--- config.mk ---
export PLATFORM = sky130hd
export DESIGN_NAME = servo_packet_slave_flat
export DESIGN_NICKNAME = d
export VERILOG_FILES = /design/src/sv/spk_pkg.sv /design/src/sv/spk_if.sv /design/src/sv/servo_packet_slave.sv /design/src/flat_wrapper.sv
export SDC_FILE = /design/constraint.sdc
export NUM_CORES = 1
export LEC_CHECK = 0
export BUFFER_PORTS_ARGS = -buffer_cell sky130_fd_sc_hd__buf_2
export CAP_MARGIN = 20
export CORE_MARGIN = 2
export CORE_UTILIZATION = 45
export CTS_CLUSTER_DIAMETER = 120
export DETAILED_ROUTE_END_ITERATION = 12
export PLACE_DENSITY = 0.64
export SLEW_MARGIN = 20
export SYNTH_ARGS = -nofsm -noshare
export SYNTH_HDL_FRONTEND = slang
export SYNTH_SLANG_ARGS = --single-unit
--- constraint.sdc ---
create_clock -name clk -period 17.85 [get_ports clk]
set_input_delay 2.6775 -clock clk [delete_from_list [all_inputs] [get_ports clk]]
set_output_delay 2.6775 -clock clk [all_outputs]
set_load 0.02 [all_outputs]
--- src/sv/spk_pkg.sv ---
`timescale 1ns / 1ps
// ----------------------------------------------------------------------------
// spk_pkg
// shared constants and codes for the servo packet slave
// ----------------------------------------------------------------------------
package spk_pkg;

  localparam int FRAME_BYTES_DEF  = 8;
  localparam int EEPROM_WORDS_DEF = 24;
  localparam int TABLE_WORDS_DEF  = 53;
  localparam int ID_ADDR_DEF      = 3;
  localparam int LEVEL_ADDR_DEF   = 16;
  localparam int FLAG_ADDR_DEF    = 44;

  localparam int STORE_DEPTH = 64;
  localparam int STORE_AW    = 6;
  localparam int REPLY_BYTES = 8;

  localparam logic [7:0] HDR_BYTE = 8'hFF;
  localparam logic [7:0] BCAST_ID = 8'hFE;
  localparam logic [7:0] ERR_INST = 8'h40;
  localparam logic [7:0] ERR_SUM  = 8'h10;

  localparam logic FUNC_BYTE    = 1'b0;
  localparam logic FUNC_TIMEOUT = 1'b1;

  typedef enum logic [7:0] {
    INS_PING   = 8'h01,
    INS_READ   = 8'h02,
    INS_WRITE  = 8'h03,
    INS_REG    = 8'h04,
    INS_ACTION = 8'h05,
    INS_RESET  = 8'h06,
    INS_SYNC   = 8'h83
  } ins_t;

endpackage

--- src/sv/spk_if.sv ---
`timescale 1ns / 1ps
// ----------------------------------------------------------------------------
// spk channel interfaces
// valid/ready channels for received bytes and reply bytes
// ----------------------------------------------------------------------------
interface spk_in_if;
  logic       valid;
  logic       ready;
  logic       func;
  logic [7:0] rx_byte;
  modport source (output valid, output func, output rx_byte, input ready);
  modport sink   (input valid, input func, input rx_byte, output ready);
endinterface

interface spk_out_if;
  logic       valid;
  logic       ready;
  logic [7:0] tx_byte;
  logic       last;
  modport source (output valid, output tx_byte, output last, input ready);
  modport sink   (input valid, input tx_byte, input last, output ready);
endinterface

--- src/sv/servo_packet_slave.sv ---
`timescale 1ns / 1ps
// ----------------------------------------------------------------------------
// servo_packet_slave
// slave side of a half-duplex servo bus: assembles frames, runs the
// instruction on a register store and streams the reply frame
// ----------------------------------------------------------------------------
// path: checksum item -> execute-stage registers -> reply queue -> reply bytes
// throughput: one item per cycle; the item that would finish a frame waits while
//   the previous frame is in the execute stage or its reply (6 to 8 bytes) drains
// reset: rst_n synchronous active low clears assembly, error, pending write,
//   reply queue and the store valid bits (store reads zero until written)
module servo_packet_slave #(
  parameter int FRAME_BYTES  = spk_pkg::FRAME_BYTES_DEF,
  parameter int EEPROM_WORDS = spk_pkg::EEPROM_WORDS_DEF,
  parameter int TABLE_WORDS  = spk_pkg::TABLE_WORDS_DEF,
  parameter int ID_ADDR      = spk_pkg::ID_ADDR_DEF,
  parameter int LEVEL_ADDR   = spk_pkg::LEVEL_ADDR_DEF,
  parameter int FLAG_ADDR    = spk_pkg::FLAG_ADDR_DEF
) (
  input  logic             clk,
  input  logic             rst_n,
  spk_in_if.sink           in_ch,
  spk_out_if.source        out_ch
);

  localparam int CW = $clog2(FRAME_BYTES + 1);
  localparam int AW = spk_pkg::STORE_AW;

  // ---------------- frame assembly ----------------
  logic [CW-1:0] cnt_r, cnt_nxt, idx;
  logic [7:0]    id_r, len_r, ins_r, p0_r, p1_r, sum_r;
  logic          in_acc, is_byte, cmpl, could_cmpl, busy;
  logic [7:0]    b;

  assign b       = in_ch.rx_byte;
  assign in_acc  = in_ch.valid && in_ch.ready;
  assign is_byte = (in_ch.func == spk_pkg::FUNC_BYTE);
  assign idx     = (cnt_r >= CW'(FRAME_BYTES)) ? '0 : cnt_r;

  // this item would close the frame (checksum position reached)
  assign could_cmpl = (idx > CW'(3)) &&
                      ((9'(idx) + 9'd1) == ({1'b0, len_r} + 9'd4));

  // only the frame-closing item has to wait for the reply path
  assign in_ch.ready = !(busy && could_cmpl);

  always_comb begin
    cnt_nxt = cnt_r;
    cmpl    = 1'b0;
    if (in_acc) begin
      if (!is_byte) begin
        cnt_nxt = '0;
      end else if ((idx == CW'(0) || idx == CW'(1)) && b != spk_pkg::HDR_BYTE) begin
        cnt_nxt = '0;
      end else if (idx == CW'(3) &&
                   (b < 8'd2 || ({1'b0, b} + 9'd4) > 9'(FRAME_BYTES))) begin
        cnt_nxt = '0;
      end else if (could_cmpl) begin
        cnt_nxt = '0;
        cmpl    = 1'b1;
      end else begin
        cnt_nxt = idx + CW'(1);
      end
    end
  end

  always_ff @(posedge clk) begin
    if (!rst_n) begin
      cnt_r <= '0;
    end else begin
      cnt_r <= cnt_nxt;
    end
  end

  // header and first two parameters, plus running sum from the id on
  always_ff @(posedge clk) begin
    if (in_acc && is_byte) begin
      if (idx == CW'(2)) id_r  <= b;
      if (idx == CW'(3)) len_r <= b;
      if (idx == CW'(4)) ins_r <= b;
      if (idx == CW'(5)) p0_r  <= b;
      if (idx == CW'(6)) p1_r  <= b;
      if (idx == CW'(2)) begin
        sum_r <= b;
      end else if (idx > CW'(2)) begin
        sum_r <= sum_r + b;
      end
    end
  end

  // ---------------- execute stage ----------------
  logic       ex_v_r, ex_ok_r;
  logic [7:0] ex_id_r, ex_ins_r, ex_p0_r, ex_p1_r;
  logic [7:0] p0e;

  // a parameter past the received length reads as zero
  assign p0e = (len_r > 8'd2) ? p0_r : 8'd0;

  always_ff @(posedge clk) begin
    if (!rst_n) begin
      ex_v_r <= 1'b0;
    end else begin
      ex_v_r <= cmpl;
    end
  end

  always_ff @(posedge clk) begin
    if (cmpl) begin
      ex_ok_r  <= (b == ~sum_r);
      ex_id_r  <= id_r;
      ex_ins_r <= ins_r;
      ex_p0_r  <= p0e;
      ex_p1_r  <= (len_r > 8'd3) ? p1_r : 8'd0;
    end
  end

  // register store: one write port, one registered read port
  logic [7:0]             mem [spk_pkg::STORE_DEPTH];
  logic [spk_pkg::STORE_DEPTH-1:0] vld_r;
  logic [7:0]             mem_q_r;
  logic                   mem_qv_r;
  logic                   we;
  logic [7:0]             wa, wd;
  logic                   wa_in;

  assign wa_in = ({1'b0, wa} < 9'(spk_pkg::STORE_DEPTH));

  always_ff @(posedge clk) begin
    if (cmpl) begin
      mem_q_r  <= mem[p0e[AW-1:0]];
      mem_qv_r <= vld_r[p0e[AW-1:0]] && ({1'b0, p0e} < 9'(spk_pkg::STORE_DEPTH));
    end
    if (we && wa_in) begin
      mem[wa[AW-1:0]] <= wd;
    end
  end

  always_ff @(posedge clk) begin
    if (!rst_n) begin
      vld_r <= '0;
    end else if (we && wa_in) begin
      vld_r[wa[AW-1:0]] <= 1'b1;
    end
  end

  // shadow copies of the fixed-address registers, plus error and pending write
  logic [7:0] myid_r, lvl_r, flg_r, err_r, pa_r, pd_r;
  logic [7:0] myid_nxt, lvl_nxt, flg_nxt, err_nxt, pa_nxt, pd_nxt;
  logic [7:0] rdv, lvl_aft, rerr, rp0, rp1;
  logic [1:0] n;
  logic       send, talk;
  logic       p0_ee, p0_tab, pa_tab;

  assign talk   = (ex_id_r != spk_pkg::BCAST_ID);
  assign p0_ee  = ({1'b0, ex_p0_r} < 9'(EEPROM_WORDS));
  assign p0_tab = ({1'b0, ex_p0_r} < 9'(TABLE_WORDS));
  assign pa_tab = ({1'b0, pa_r} < 9'(TABLE_WORDS));
  // flag lives in its shadow register, the memory copy is not used
  assign rdv = (ex_p0_r == 8'(FLAG_ADDR)) ? flg_r : (mem_qv_r ? mem_q_r : 8'd0);

  always_comb begin
    err_nxt = err_r;
    flg_nxt = flg_r;
    pa_nxt  = pa_r;
    pd_nxt  = pd_r;
    we      = 1'b0;
    wa      = ex_p0_r;
    wd      = ex_p1_r;
    send    = 1'b0;
    n       = 2'd0;
    rerr    = err_r;
    rp0     = 8'd0;
    rp1     = 8'd0;
    lvl_aft = lvl_r;
    if (ex_v_r) begin
      if (!ex_ok_r) begin
        // checksum mismatch
        if (talk && lvl_r != 8'd0) begin
          rerr    = err_r | spk_pkg::ERR_SUM;
          send    = 1'b1;
          err_nxt = 8'd0;
        end
      end else if (ex_id_r == myid_r || !talk) begin
        case (ex_ins_r)
          spk_pkg::INS_PING: begin
            if (talk && lvl_r != 8'd0) send = 1'b1;
            else err_nxt = 8'd0;
          end
          spk_pkg::INS_READ: begin
            if (talk && lvl_r != 8'd0) begin
              send = 1'b1;
              if (p0_ee) begin
                n   = 2'd1;
                rp0 = rdv;
              end else if (p0_tab) begin
                n   = 2'd2;
                rp0 = ex_p0_r;
                rp1 = rdv;
              end else begin
                rerr    = err_r | spk_pkg::ERR_INST;
                err_nxt = 8'd0;
              end
            end else begin
              err_nxt = 8'd0;
            end
          end
          spk_pkg::INS_WRITE: begin
            if (p0_tab) begin
              we = 1'b1;
              if (ex_p0_r == 8'(FLAG_ADDR)) flg_nxt = ex_p1_r;
            end else begin
              err_nxt = err_r | spk_pkg::ERR_INST;
            end
            lvl_aft = (we && wa == 8'(LEVEL_ADDR)) ? wd : lvl_r;
            if (talk && lvl_aft == 8'd2) begin
              send    = 1'b1;
              n       = 2'd2;
              rp0     = ex_p0_r;
              rp1     = ex_p1_r;
              rerr    = err_nxt;
              err_nxt = 8'd0;
            end
          end
          spk_pkg::INS_REG: begin
            pa_nxt  = ex_p0_r;
            pd_nxt  = ex_p1_r;
            flg_nxt = 8'd1;
          end
          spk_pkg::INS_ACTION: begin
            if (flg_r == 8'd1) begin
              flg_nxt = 8'd0;
              if (pa_tab) begin
                we = 1'b1;
                wa = pa_r;
                wd = pd_r;
                if (pa_r == 8'(FLAG_ADDR)) flg_nxt = pd_r;
              end else begin
                err_nxt = err_r | spk_pkg::ERR_INST;
              end
            end else begin
              err_nxt = err_r | spk_pkg::ERR_INST;
            end
            lvl_aft = (we && wa == 8'(LEVEL_ADDR)) ? wd : lvl_r;
            if (talk && lvl_aft == 8'd2) begin
              send = 1'b1;
              rerr = err_nxt;
            end
            err_nxt = 8'd0;
          end
          spk_pkg::INS_RESET: begin
            if (talk && lvl_r == 8'd2) send = 1'b1;
            err_nxt = 8'd0;
          end
          spk_pkg::INS_SYNC: begin
            if (flg_r != 8'd0) flg_nxt = 8'd0;
            else err_nxt = err_r | spk_pkg::ERR_INST;
            if (talk && lvl_r == 8'd2) begin
              send = 1'b1;
              rerr = err_nxt;
            end
            err_nxt = 8'd0;
          end
          default: begin
            // unknown instruction
            if (talk && lvl_r == 8'd2) begin
              send = 1'b1;
              rerr = err_r | spk_pkg::ERR_INST;
            end
            err_nxt = 8'd0;
          end
        endcase
      end
    end
    myid_nxt = (we && wa == 8'(ID_ADDR)) ? wd : myid_r;
    lvl_nxt  = (we && wa == 8'(LEVEL_ADDR)) ? wd : lvl_r;
  end

  always_ff @(posedge clk) begin
    if (!rst_n) begin
      myid_r <= 8'd0;
      lvl_r  <= 8'd0;
      flg_r  <= 8'd0;
      err_r  <= 8'd0;
      pa_r   <= 8'd0;
      pd_r   <= 8'd0;
    end else begin
      myid_r <= myid_nxt;
      lvl_r  <= lvl_nxt;
      flg_r  <= flg_nxt;
      err_r  <= err_nxt;
      pa_r   <= pa_nxt;
      pd_r   <= pd_nxt;
    end
  end

  // ---------------- reply queue ----------------
  logic [7:0] rb_r [spk_pkg::REPLY_BYTES];
  logic [7:0] rb_nxt [spk_pkg::REPLY_BYTES];
  logic [3:0] rem_r, rem_nxt;
  logic [7:0] cks, rlen;
  logic       out_acc;

  assign busy    = ex_v_r || (rem_r != 4'd0);
  assign out_acc = out_ch.valid && out_ch.ready;
  assign rlen    = {6'd0, n} + 8'd2;
  assign cks     = ~(ex_id_r + rlen + rerr + rp0 + rp1);

  assign out_ch.valid   = (rem_r != 4'd0);
  assign out_ch.tx_byte = rb_r[0];
  assign out_ch.last    = (rem_r == 4'd1);

  always_comb begin
    rem_nxt = rem_r;
    for (int i = 0; i < spk_pkg::REPLY_BYTES; i++) rb_nxt[i] = rb_r[i];
    if (send) begin
      // queue is empty here: frame completion waited for it
      rb_nxt[0] = spk_pkg::HDR_BYTE;
      rb_nxt[1] = spk_pkg::HDR_BYTE;
      rb_nxt[2] = ex_id_r;
      rb_nxt[3] = rlen;
      rb_nxt[4] = rerr;
      rb_nxt[5] = (n == 2'd0) ? cks : rp0;
      rb_nxt[6] = (n == 2'd1) ? cks : rp1;
      rb_nxt[7] = cks;
      rem_nxt   = 4'd6 + {2'd0, n};
    end else if (out_acc) begin
      for (int i = 0; i < spk_pkg::REPLY_BYTES - 1; i++) rb_nxt[i] = rb_r[i+1];
      rem_nxt = rem_r - 4'd1;
    end
  end

  always_ff @(posedge clk) begin
    if (!rst_n) begin
      rem_r <= 4'd0;
    end else begin
      rem_r <= rem_nxt;
    end
  end

  always_ff @(posedge clk) begin
    for (int i = 0; i < spk_pkg::REPLY_BYTES; i++) rb_r[i] <= rb_nxt[i];
  end

endmodule
--- src/flat_wrapper.sv ---
// flat-port wrapper written by rule: the top's interface ports become plain ports
module servo_packet_slave_flat 
#(
  parameter int FRAME_BYTES  = spk_pkg::FRAME_BYTES_DEF,
  parameter int EEPROM_WORDS = spk_pkg::EEPROM_WORDS_DEF,
  parameter int TABLE_WORDS  = spk_pkg::TABLE_WORDS_DEF,
  parameter int ID_ADDR      = spk_pkg::ID_ADDR_DEF,
  parameter int LEVEL_ADDR   = spk_pkg::LEVEL_ADDR_DEF,
  parameter int FLAG_ADDR    = spk_pkg::FLAG_ADDR_DEF
)
  (clk, rst_n, in_ch_valid, in_ch_func, in_ch_rx_byte, in_ch_ready, out_ch_valid, out_ch_tx_byte, out_ch_last, out_ch_ready);
  spk_in_if in_ch_i ();
  spk_out_if out_ch_i ();
  input  logic clk;
  input  logic rst_n;
  input wire logic [$bits(in_ch_i.valid)-1:0] in_ch_valid;
  input wire logic [$bits(in_ch_i.func)-1:0] in_ch_func;
  input wire logic [$bits(in_ch_i.rx_byte)-1:0] in_ch_rx_byte;
  output wire logic [$bits(in_ch_i.ready)-1:0] in_ch_ready;
  output wire logic [$bits(out_ch_i.valid)-1:0] out_ch_valid;
  output wire logic [$bits(out_ch_i.tx_byte)-1:0] out_ch_tx_byte;
  output wire logic [$bits(out_ch_i.last)-1:0] out_ch_last;
  input wire logic [$bits(out_ch_i.ready)-1:0] out_ch_ready;
  assign in_ch_i.valid = in_ch_valid;
  assign in_ch_i.func = in_ch_func;
  assign in_ch_i.rx_byte = in_ch_rx_byte;
  assign in_ch_ready = in_ch_i.ready;
  assign out_ch_valid = out_ch_i.valid;
  assign out_ch_tx_byte = out_ch_i.tx_byte;
  assign out_ch_last = out_ch_i.last;
  assign out_ch_i.ready = out_ch_ready;
  servo_packet_slave #(.FRAME_BYTES(FRAME_BYTES), .EEPROM_WORDS(EEPROM_WORDS), .TABLE_WORDS(TABLE_WORDS), .ID_ADDR(ID_ADDR), .LEVEL_ADDR(LEVEL_ADDR), .FLAG_ADDR(FLAG_ADDR)) u_core (.clk(clk), .rst_n(rst_n), .in_ch(in_ch_i), .out_ch(out_ch_i));
endmodule
Word level (Yosys, flattened, before mapping)
Memory sizes are Yosys's and may differ from the RTL's. A register that Yosys moved wholly into a read port is not among the register bits.
Index checks and enable logic that the tools add are counted.
{"block": "word_totals", "elab_cells": 266, "in_bits": 13, "register_bits": 203, "output_inout_bits": 11, "ram_bits": 576, "n_memories": 2}
{"block": "classes", "add_sub_neg": 12, "muxes": 128, "n_lt_le_gt_ge": 15, "n_bitwise": 4, "n_reduce_logical": 44, "n_eq_ne": 39}
{"name": "u_core.mem", "words": 64, "width": 8, "rd": 1, "rd_clocked_by_memory_dff": 1, "write_ports": 1, "line_no": "servo_packet_slave.sv:118", "source": "logic [7:0] mem [spk_pkg::STORE_DEPTH];"}
{"name": "u_core.rb_r", "words": 8, "width": 8, "rd": 8, "rd_clocked_by_memory_dff": 0, "write_ports": 8, "line_no": "servo_packet_slave.sv:297", "source": "logic [7:0] rb_r [spk_pkg::REPLY_BYTES];"}
{"cell": "$mux W8", "count": 58}
{"cell": "$mux W56", "count": 2}
{"cell": "$mux W7", "count": 13}
{"cell": "$or A64 B64 Y64", "count": 1}
{"cell": "$pmux W8 S4", "count": 2}
{"cell": "$eq A8 B2 Y1 const B", "count": 6}
{"cell": "$add A8 B8 Y8", "count": 5}
{"cell": "$pmux W7 S5", "count": 1}
{"cell": "$pmux W8 S2", "count": 2}
{"cell": "$mux W1", "count": 30}
{"cell": "$mux W4", "count": 7}
{"cell": "$eq A8 B3 Y1 const B", "count": 3}
{"cell": "$eq A8 B5 Y1 const B", "count": 3}
{"cell": "$add A8 B3 Y9 const B", "count": 2}
{"cell": "$logic_and A1 B1 Y1", "count": 18}
{"cell": "$eq A8 B1 Y1 const B", "count": 2}
{"cell": "$eq A8 B6 Y1 const B", "count": 2}
{"cell": "$eq A8 B8 Y1", "count": 2}
{"cell": "$gt A8 B2 Y1 const B", "count": 2}
{"cell": "$lt A8 B6 Y1 const B", "count": 2}
{"cell": "$lt A8 B7 Y1 const B", "count": 2}
{"cell": "$ne A8 B8 Y1 const B", "count": 2}
{"cell": "$not A8 Y8", "count": 2}
{"cell": "$reduce_bool A8 Y1", "count": 2}
{"cell": "42 further kinds", "count": 71}

Depth between registers and ports, before layout
Gate-level depths: netlist of run 1.
{"block": "logic_depth", "depth_word": 23, "ltp_mapped": 25, "ltp_nobuf": 22}

Least setup slack after synthesis of run 1
No wires, ideal clock.
{"block": "synth_path", "path_type": "input port to flip-flop", "startpoint": "input port in_ch_rx_byte[3]", "endpoint": "register u_core.ex_id_r[0], enable pin", "path_buffers": 0, "path_stages": 7, "setup_ns": 0.441, "t_required_ns": 17.409, "path_slack_ns": 11.617, "arrival_ns": 5.792, "cell_sequence": "inv_1 ha_1 or3b_2 a2111o_1 o21ai_0 nand3_1 nor2_1"}
{"block": "synth_between", "elab_chain_cells": 8, "elab_cells_between_ends": 11, "cone_classes": "add/sub (1); order compare (2); eq/ne (1); mux (4); reduce/logical (3)"}
{"item": "start: declaration", "line_no": "flat_wrapper.sv:18", "source": "input wire logic [$bits(in_ch_i.rx_byte)-1:0] in_ch_rx_byte;"}
{"item": "$add A8 B3 Y9", "line_no": "servo_packet_slave.sv:56", "source": "(b < 8'd2 || ({1'b0, b} + 9'd4) > 9'(FRAME_BYTES))) begin"}
{"item": "$gt A9 B4 Y1", "line_no": "servo_packet_slave.sv:56"}
{"item": "$logic_or A1 B1 Y1", "line_no": "servo_packet_slave.sv:56"}
{"item": "$logic_and A1 B1 Y1", "line_no": "servo_packet_slave.sv:55", "source": "end else if (idx == CW'(3) &&"}
{"item": "$mux W1", "line_no": "servo_packet_slave.sv:55"}
{"item": "$mux W1 *", "line_no": "servo_packet_slave.sv:53", "source": "end else if ((idx == CW'(0) || idx == CW'(1)) && b != spk_pkg::HDR_BYTE) begin"}
{"item": "$mux W1 *", "line_no": "servo_packet_slave.sv:51", "source": "if (!is_byte) begin"}
{"item": "$mux W1 *", "line_no": "servo_packet_slave.sv:50", "source": "if (in_acc) begin"}
{"item": "named net u_core.cmpl", "line_no": "servo_packet_slave.sv:32", "source": "logic in_acc, is_byte, cmpl, could_cmpl, busy;"}
{"item": "end signal: assignment", "line_no": "servo_packet_slave.sv:110", "source": "ex_id_r <= id_r;"}
{"item": "end: declaration", "line_no": "servo_packet_slave.sv:93", "source": "logic [7:0] ex_id_r, ex_ins_r, ex_p0_r, ex_p1_r;"}
Mark *: on every way through the listed nets, which the timed path passes. The rest lies on a longest branch.
A chain may end at the register's enable or synchronous reset.

==> results.json, run 1 <==
{
  "status": "finished clean",
  "power_leakage_uw": 0.0130,
  "ys.flop_type": "edfxtp_1",
  "worst_pin_slew_ns": 1.13,
  "slew_headroom_pct": 24.8,
  "dpl.cell_count": 3370,
  "vias_per_cell": 5.96,
  "gp_congestion": 0.875,
  "portBuffers": 23,
  "critPathMaxFanout": 14,
  "die_y_um": 276,
  "placed_cell_area_um2": 34500,
  "core_um2": 73000,
  "fin_crit_sh_pct": 34.3,
  "ant_nets": 0,
  "final_area_um2": 37400,
  "setup_viol": 0,
  "min_path_type": "reg -> reg",
  "drc": 0,
  "finalMaxSlewViolations": 0,
  "syn_inst": 2410,
  "die-area_um2": 76000,
  "largest_reg_flops": 512,
  "pin_count": 24,
  "layout.cells.non_filler": 3526,
  "max_freq_mhz": 163,
  "synthTopCellsByCount": "edfxtp_1, nand2_1, nor2_1, dfxtp_1, mux2i_1",
  "cts_resized": 0,
  "final_util_pct": 51.2,
  "start_util_pct": 45.5,
  "insertion_delay_ns": 0.65,
  "clockBufferDepth": 3,
  "avgSynthCellArea_um2": 13.8,
  "crit_required_ns": 18.21,
  "routed_wl_mm": 86.6,
  "ys_seq_elements": 780,
  "rows": 99,
  "hold_buffers": 0,
  "start_kind": "register",
  "synthSimpleGateAreaFrac_pct": 9.59,
  "grt_overflow": 0,
  "crit_type": "reg -> reg",
  "synth_xor_area_share_pct": 0.859,
  "drv_cap": 0,
  "path_clk_slew_ns": 0.06,
  "dp_hpwl_mm": 54.9,
  "die_w_um": 276,
  "fin_skew_ns": 0.0281,
  "grt_max_degree": 71,
  "synth-edff-count": 645,
  "cts.sinks": 780,
  "timing.final.hold_violations": 0,
  "total_power_uw": 4010,
  "synth_compound_area_share_pct": 11.7,
  "synth_top_area_share_pct": 58.3,
  "root_buffer": "clkbuf_16",
  "setup_tns_ns": 0,
  "ys_async_sr_fraction_pct": 0,
  "powerDensity_nw_per_um2": 107,
  "wl_per_cell_um": 24.6,
  "drive_gt1_share_pct": 12.0,
  "rsz0062_at_grt": "false",
  "cts-buffers-inserted": 83,
  "syn_to_final_growth_pct": 12.6,
  "ys_warn_count": 0,
  "post-cts-setup-buffer-count": 0,
  "synth-adder-area-share_pct": 2.14,
  "netlist_area_um2": 33200,
  "grt_pass1_wl_mm": 130,
  "synth_area_leaders": "edfxtp_1, dfxtp_1, mux2i_1, nand2_1, nor2_1",
  "synth_top_family_by_area": "compound AO/OA/AOI/OAI gates",
  "dr.pass1.iters": 8,
  "cts_tree": "built",
  "layout.nets": 2558,
  "synth.distinct_cells": 95,
  "num_antenna_cells": 0,
  "seq_area_frac_synth_pct": 66.5,
  "synth.most_common_cell": "edfxtp_1",
  "vias": 21007,
  "antenna_found_initial": 1,
  "crit_arrival_ns": 6.49,
  "end_kind": "register",
  "first_iter_violations": 2189,
  "fin_crit_ns": 6.13,
  "synthMuxAreaShare_pct": 6.59,
  "grt_usage_pct": 22.9,
  "irDropWorstVdd_uv": 137,
  "yosys.area.top_type": "edfxtp_1",
  "h-tree-depth": 3,
  "grt_pass1_vias": 20821
}
stage by stage:
stage,hold slack [ns],worst slack [ns]
global placement,0.408,11.76
CTS,0.422,11.77
global route,0.423,11.26
floorplan,0.400,11.62
detailed placement,0.408,11.76
finish,0.421,11.72
area by class of cell:
class	count	area (µm²)
well taps	959	1200
inverters	55	208
clock buffers	109	2290
clock inverters	47	543
multi-input cells	1510	10600
fillers	6082	35600
flip-flops and latches	780	22100
repair buffers	66	440
where the power goes:
part	switching, µW	leakage [µW]	internal [µW]	total, µW
logic	134	0.00463	64.5	198
registers	23.6	0.00698	2030	2050
clock network	728	0.00136	1030	1760
total	885	0.0130	3120	4010
kinds of logic after synthesis:
family / Yosys count
flip-flops: 780
AND/OR/NAND/NOR: 627
AO/OA/AOI/OAI: 520
buffers and inverters: 207
multiplexers: 194
adder cells (fa/ha/maj): 49
XOR/XNOR: 31
other: 2
layout by cell type (no fill, tap or decap), types with 34 or more instances in the layout:
| cell type | Yosys | layout |
|---|---|---|
| edfxtp_1 | 645 | 645 |
| nand2_1 | 181 | 181 |
| nor2_1 | 139 | 138 |
| dfxtp_1 | 135 | 135 |
| mux2i_1 | 134 | 134 |
| conb_1 | 2 | 89 |
| clkbuf_16 | 0 | 85 |
| o21ai_0 | 62 | 62 |
| and3_1 | 60 | 60 |
| a21oi_1 | 59 | 58 |
| o21a_1 | 57 | 57 |
| inv_1 | 51 | 50 |
| a211oi_1 | 50 | 50 |
| nand3_1 | 48 | 48 |
| mux2_2 | 44 | 44 |
| buf_4 | 13 | 44 |
| o221ai_1 | 36 | 36 |
| ha_1 | 36 | 36 |
| nor3_1 | 34 | 34 |
critical path: stages, from the launching register on:
cell       delay (ns)
edfxtp_1         0.50
or4_4            0.61
nor4_4           0.27
mux2i_1          0.57
o2bb2ai_1        0.21
and2_0           0.15
buf_4            0.20
inv_1            0.17
o21ai_0          0.25
fa_1             0.46
ha_1             0.29
inv_1            0.05
fa_1             0.46
inv_1            0.07
ha_1             0.17
inv_1            0.05
fa_1             0.40
inv_1            0.07
a21oi_1          0.07
o21bai_1         0.23
a21o_1           0.15
a21oi_1          0.06
xnor3_1          0.26
o221ai_1         0.12
path summary, 6_finish.rpt:
kind | from | to | slack [ns] | depth (start not counted)
worst max-delay path | u_core.ex_p0_r[7] | u_core.rb_r[1][23] | 11.72 | 23
worst min-delay path | u_core.ins_r[4] | u_core.ex_ins_r[4] | 0.42 | 0
worst max register to register | u_core.ex_p0_r[7] | u_core.rb_r[1][23] | 11.72 | 23
worst min register to register | u_core.ins_r[4] | u_core.ex_ins_r[4] | 0.42 | 0
layer usage:
layer  track usage (%)  vias up  part of all wire (%)
met3              3.44      199                   6.9
met2              37.1      866                    47
met5                 0        -                 0.013
met4              9.25        2                   4.0
li1                  -     9428                     -
met1              31.1    10512                    42
(Power assumes the default switching activity.)
==> run 2, diff against run 1 <==
- ABC_AREA: not set -> 1
- PLACE_DENSITY: 0.64 -> 0.66
- clock period: 17.85 -> 5.5 ns (I/O delays scaled with it)
==> run 2 against run 1 <==
  * Hold slack worse by 0.0027 ns
  * Clock skew shrank 0.0038 ns
  * Flip-flop and latch count unchanged
  * Power rose to 3.2 times the previous value
  * Via count up 11%
  * Clock power grew to 3.1 times the previous value
  * Critical path type unchanged
  * Critical endpoint is now u_core.rb_r[1][15]
==> results.json, run 2 <==
{
  "cpMaxStageDelayCell": "fa_1",
  "dpl.cell_count": 3946,
  "max_freq_mhz": 196,
  "pin_count": 24,
  "place_ws_ns": 0.167,
  "largest_reg_flops": 512,
  "power_leakage_uw": 0.0134,
  "yosys.area.top_type": "edfxtp_1",
  "worstRegToRegCells": 28,
  "fin_skew_ns": 0.0243,
  "cts_tree": "built",
  "rows": 99,
  "gp_congestion": 0.927,
  "fin_crit_sh_pct": 93.0,
  "rsz0062_at_grt": "false",
  "layout.nets": 3135,
  "ys_async_sr_fraction_pct": 0,
  "drv_cap": 0,
  "powerDensity_nw_per_um2": 343,
  "portBuffers": 23,
  "seq_area_frac_synth_pct": 66.8,
  "synth_area_leaders": "edfxtp_1, dfxtp_1, nor2_1, o21ai_0, nand2_1",
  "status": "finished clean",
  "irDropWorstVdd_uv": 309,
  "die_w_um": 275,
  "grt_overflow": 0,
  "clockBufferDepth": 3,
  "start_util_pct": 45.4,
  "startpoint": "u_core.lvl_r[2]",
  "wl_per_cell_um": 21.0,
  "ys.flop_type": "edfxtp_1",
  "layout_commonest_cell": "edfxtp_1",
  "dp_hpwl_mm": 52.6,
  "netlist_area_um2": 33100,
  "crit_path_max_incr_delay_ns": 0.59,
  "antenna_found_initial": 1,
  "avgSynthCellArea_um2": 11.1,
  "layout.cells.non_filler": 4100,
  "endpoint": "u_core.rb_r[1][15]",
  "crit_arrival_ns": 5.50,
  "cts-buffers-inserted": 82,
  "whs_ns": 0.418,
  "root_buffer": "clkbuf_16",
  "insertion_delay_ns": 0.65,
  "grt_pass1_vias": 22559,
  "synthTopCellsByCount": "edfxtp_1, nor2_1, o21ai_0, nand2_1, inv_1",
  "path_clk_slew_ns": 0.06,
  "r2r_start": "u_core.lvl_r[2]",
  "setup_ws_ns": 0.387,
  "synth.distinct_cells": 54,
  "dr.pass1.iters": 5,
  "end_kind": "register",
  "min_path_type": "reg -> reg",
  "finalMaxSlewViolations": 0,
  "ff2ff_setup_slack_ns": 0.39,
  "crit_required_ns": 5.88,
  "vias": 23358,
  "die-area_um2": 75600,
  "synth.most_common_cell": "edfxtp_1",
  "routed_wl_mm": 86.1,
  "crit_type": "reg -> reg",
  "fin_crit_ns": 5.11,
  "cts.sinks": 780,
  "synth_top_area_share_pct": 58.6,
  "synth-edff-count": 645,
  "drc": 0,
  "core_um2": 72800,
  "start_kind": "register",
  "h-tree-depth": 3,
  "layout_common_cells": "edfxtp_1, nor2_1, o21ai_0",
  "die_y_um": 275,
  "grt_usage_pct": 22.7,
  "ys_warn_count": 0,
  "ant_nets": 0,
  "vias_per_cell": 5.70,
  "num-fill-cells": 6380,
  "slew_headroom_pct": 22.9,
  "hold_buffers": 0,
  "syn_to_final_growth_pct": 13.4,
  "r2r-end": "u_core.rb_r[1][15]",
  "crit_top_cell": "nand2_1",
  "setup_tns_ns": 0,
  "grt_pass1_wl_mm": 131,
  "worst_pin_slew_ns": 1.15,
  "total_power_uw": 12800,
  "setup_viol": 0,
  "grt_max_degree": 216,
  "first_iter_violations": 2506,
  "num_antenna_cells": 0,
  "drive_gt1_share_pct": 9.14,
  "ys_seq_elements": 780,
  "critPathMaxFanout": 8,
  "syn_inst": 2980,
  "timing.final.hold_violations": 0
}
==> run 2: cell count changes after synthesis, sizes merged, moves of 62 or more <==
cell,delta
nor2,+410
nand2,+78
inv,+153
o211ai,+62
o21ai,+319
nand3,+95
mux2i,-135
==> run 2: how the worst min path moves through the flow <==
stage	startpoint	end	slack (ns)	cells past startpoint
after floorplan	u_core.id_r[0]	u_core.ex_id_r[0]	0.40	0
after global placement	u_core.ins_r[6]	u_core.ex_ins_r[6]	0.41	0
final	u_core.id_r[2]	u_core.ex_id_r[2]	0.42	0
after global routing	u_core.id_r[2]	u_core.ex_id_r[2]	0.42	0
after CTS	u_core.id_r[2]	u_core.ex_id_r[2]	0.42	0
after detailed placement	u_core.id_r[2]	u_core.ex_id_r[2]	0.41	0
==> run 2: logic make-up (layout without fill, tap and decap cells) <==
| kind of cell | count (synthesis) | count (layout) | share of synthesized area [%] |
|---|---|---|---|
| buffers and inverters | 379 | 453 | 4.52 |
| DFF | 780 | 780 | 66.8 |
| adders and majority gates | 49 | 49 | 2.15 |
| AOI/OAI and AO/OA | 732 | 732 | 13.1 |
| and+or+nand+nor | 1018 | 1018 | 13.0 |
| other | 2 | 89 | 0.0227 |
| xor gates and xnor gates | 20 | 20 | 0.530 |
==> run 2: area by class of cell <==
class                   count  area (µm²)  share of cell area, %
clock buffers             114        2300                   6.15
clock inverters            38         370                  0.988
well taps                 959        1200                   3.20
multi-input cells        1908        9990                   26.7
repair buffers             91         728                   1.94
inverters                 210         800                   2.13
flip-flops and latches    780       22100                   58.9
==> run 2: worst max-delay path, delay by kind of cell (launching register included) <==
family	cells	cell delay (ns)
flops	1	0.31
compound gates	4	0.51
buf+inv	3	0.20
fa+ha+maj	4	1.85
xor+xnor	1	0.17
simple gates	16	1.83
==> run 2: through the flow <==
stage          utilization, %  instance area (µm²)
6_report                 51.4                37500
3_5_place_dp             47.6                34700
4_1_cts                  51.3                37400
2_1_floorplan               -                33400
5_1_grt                  51.4                37500
3_3_place_gp             47.6                34700
==> run 2: layer usage <==
layer | up-vias | routed length, µm | GRT usage, %
li1 | 10758 | - | -
met1 | 11502 | 36800 | 31.7
met2 | 919 | 40400 | 36.0
met3 | 179 | 6320 | 3.88
met4 | 0 | 2630 | 7.62
met5 | - | 0 | 0
==> run 2: what timing repair did <==
item | in CTS | in global routing
resized for setup | 0 | 15
endpoints found under the setup margin | 0 | 4
setup buffers | 0 | 0
==> run 2: where the power goes <==
part | leakage, µW | total [µW] | switching [µW] | internal [µW]
clock | 0.00131 | 5450 | 2300 | 3140
sequential | 0.00698 | 6680 | 79.3 | 6610
combinational | 0.00507 | 714 | 492 | 222
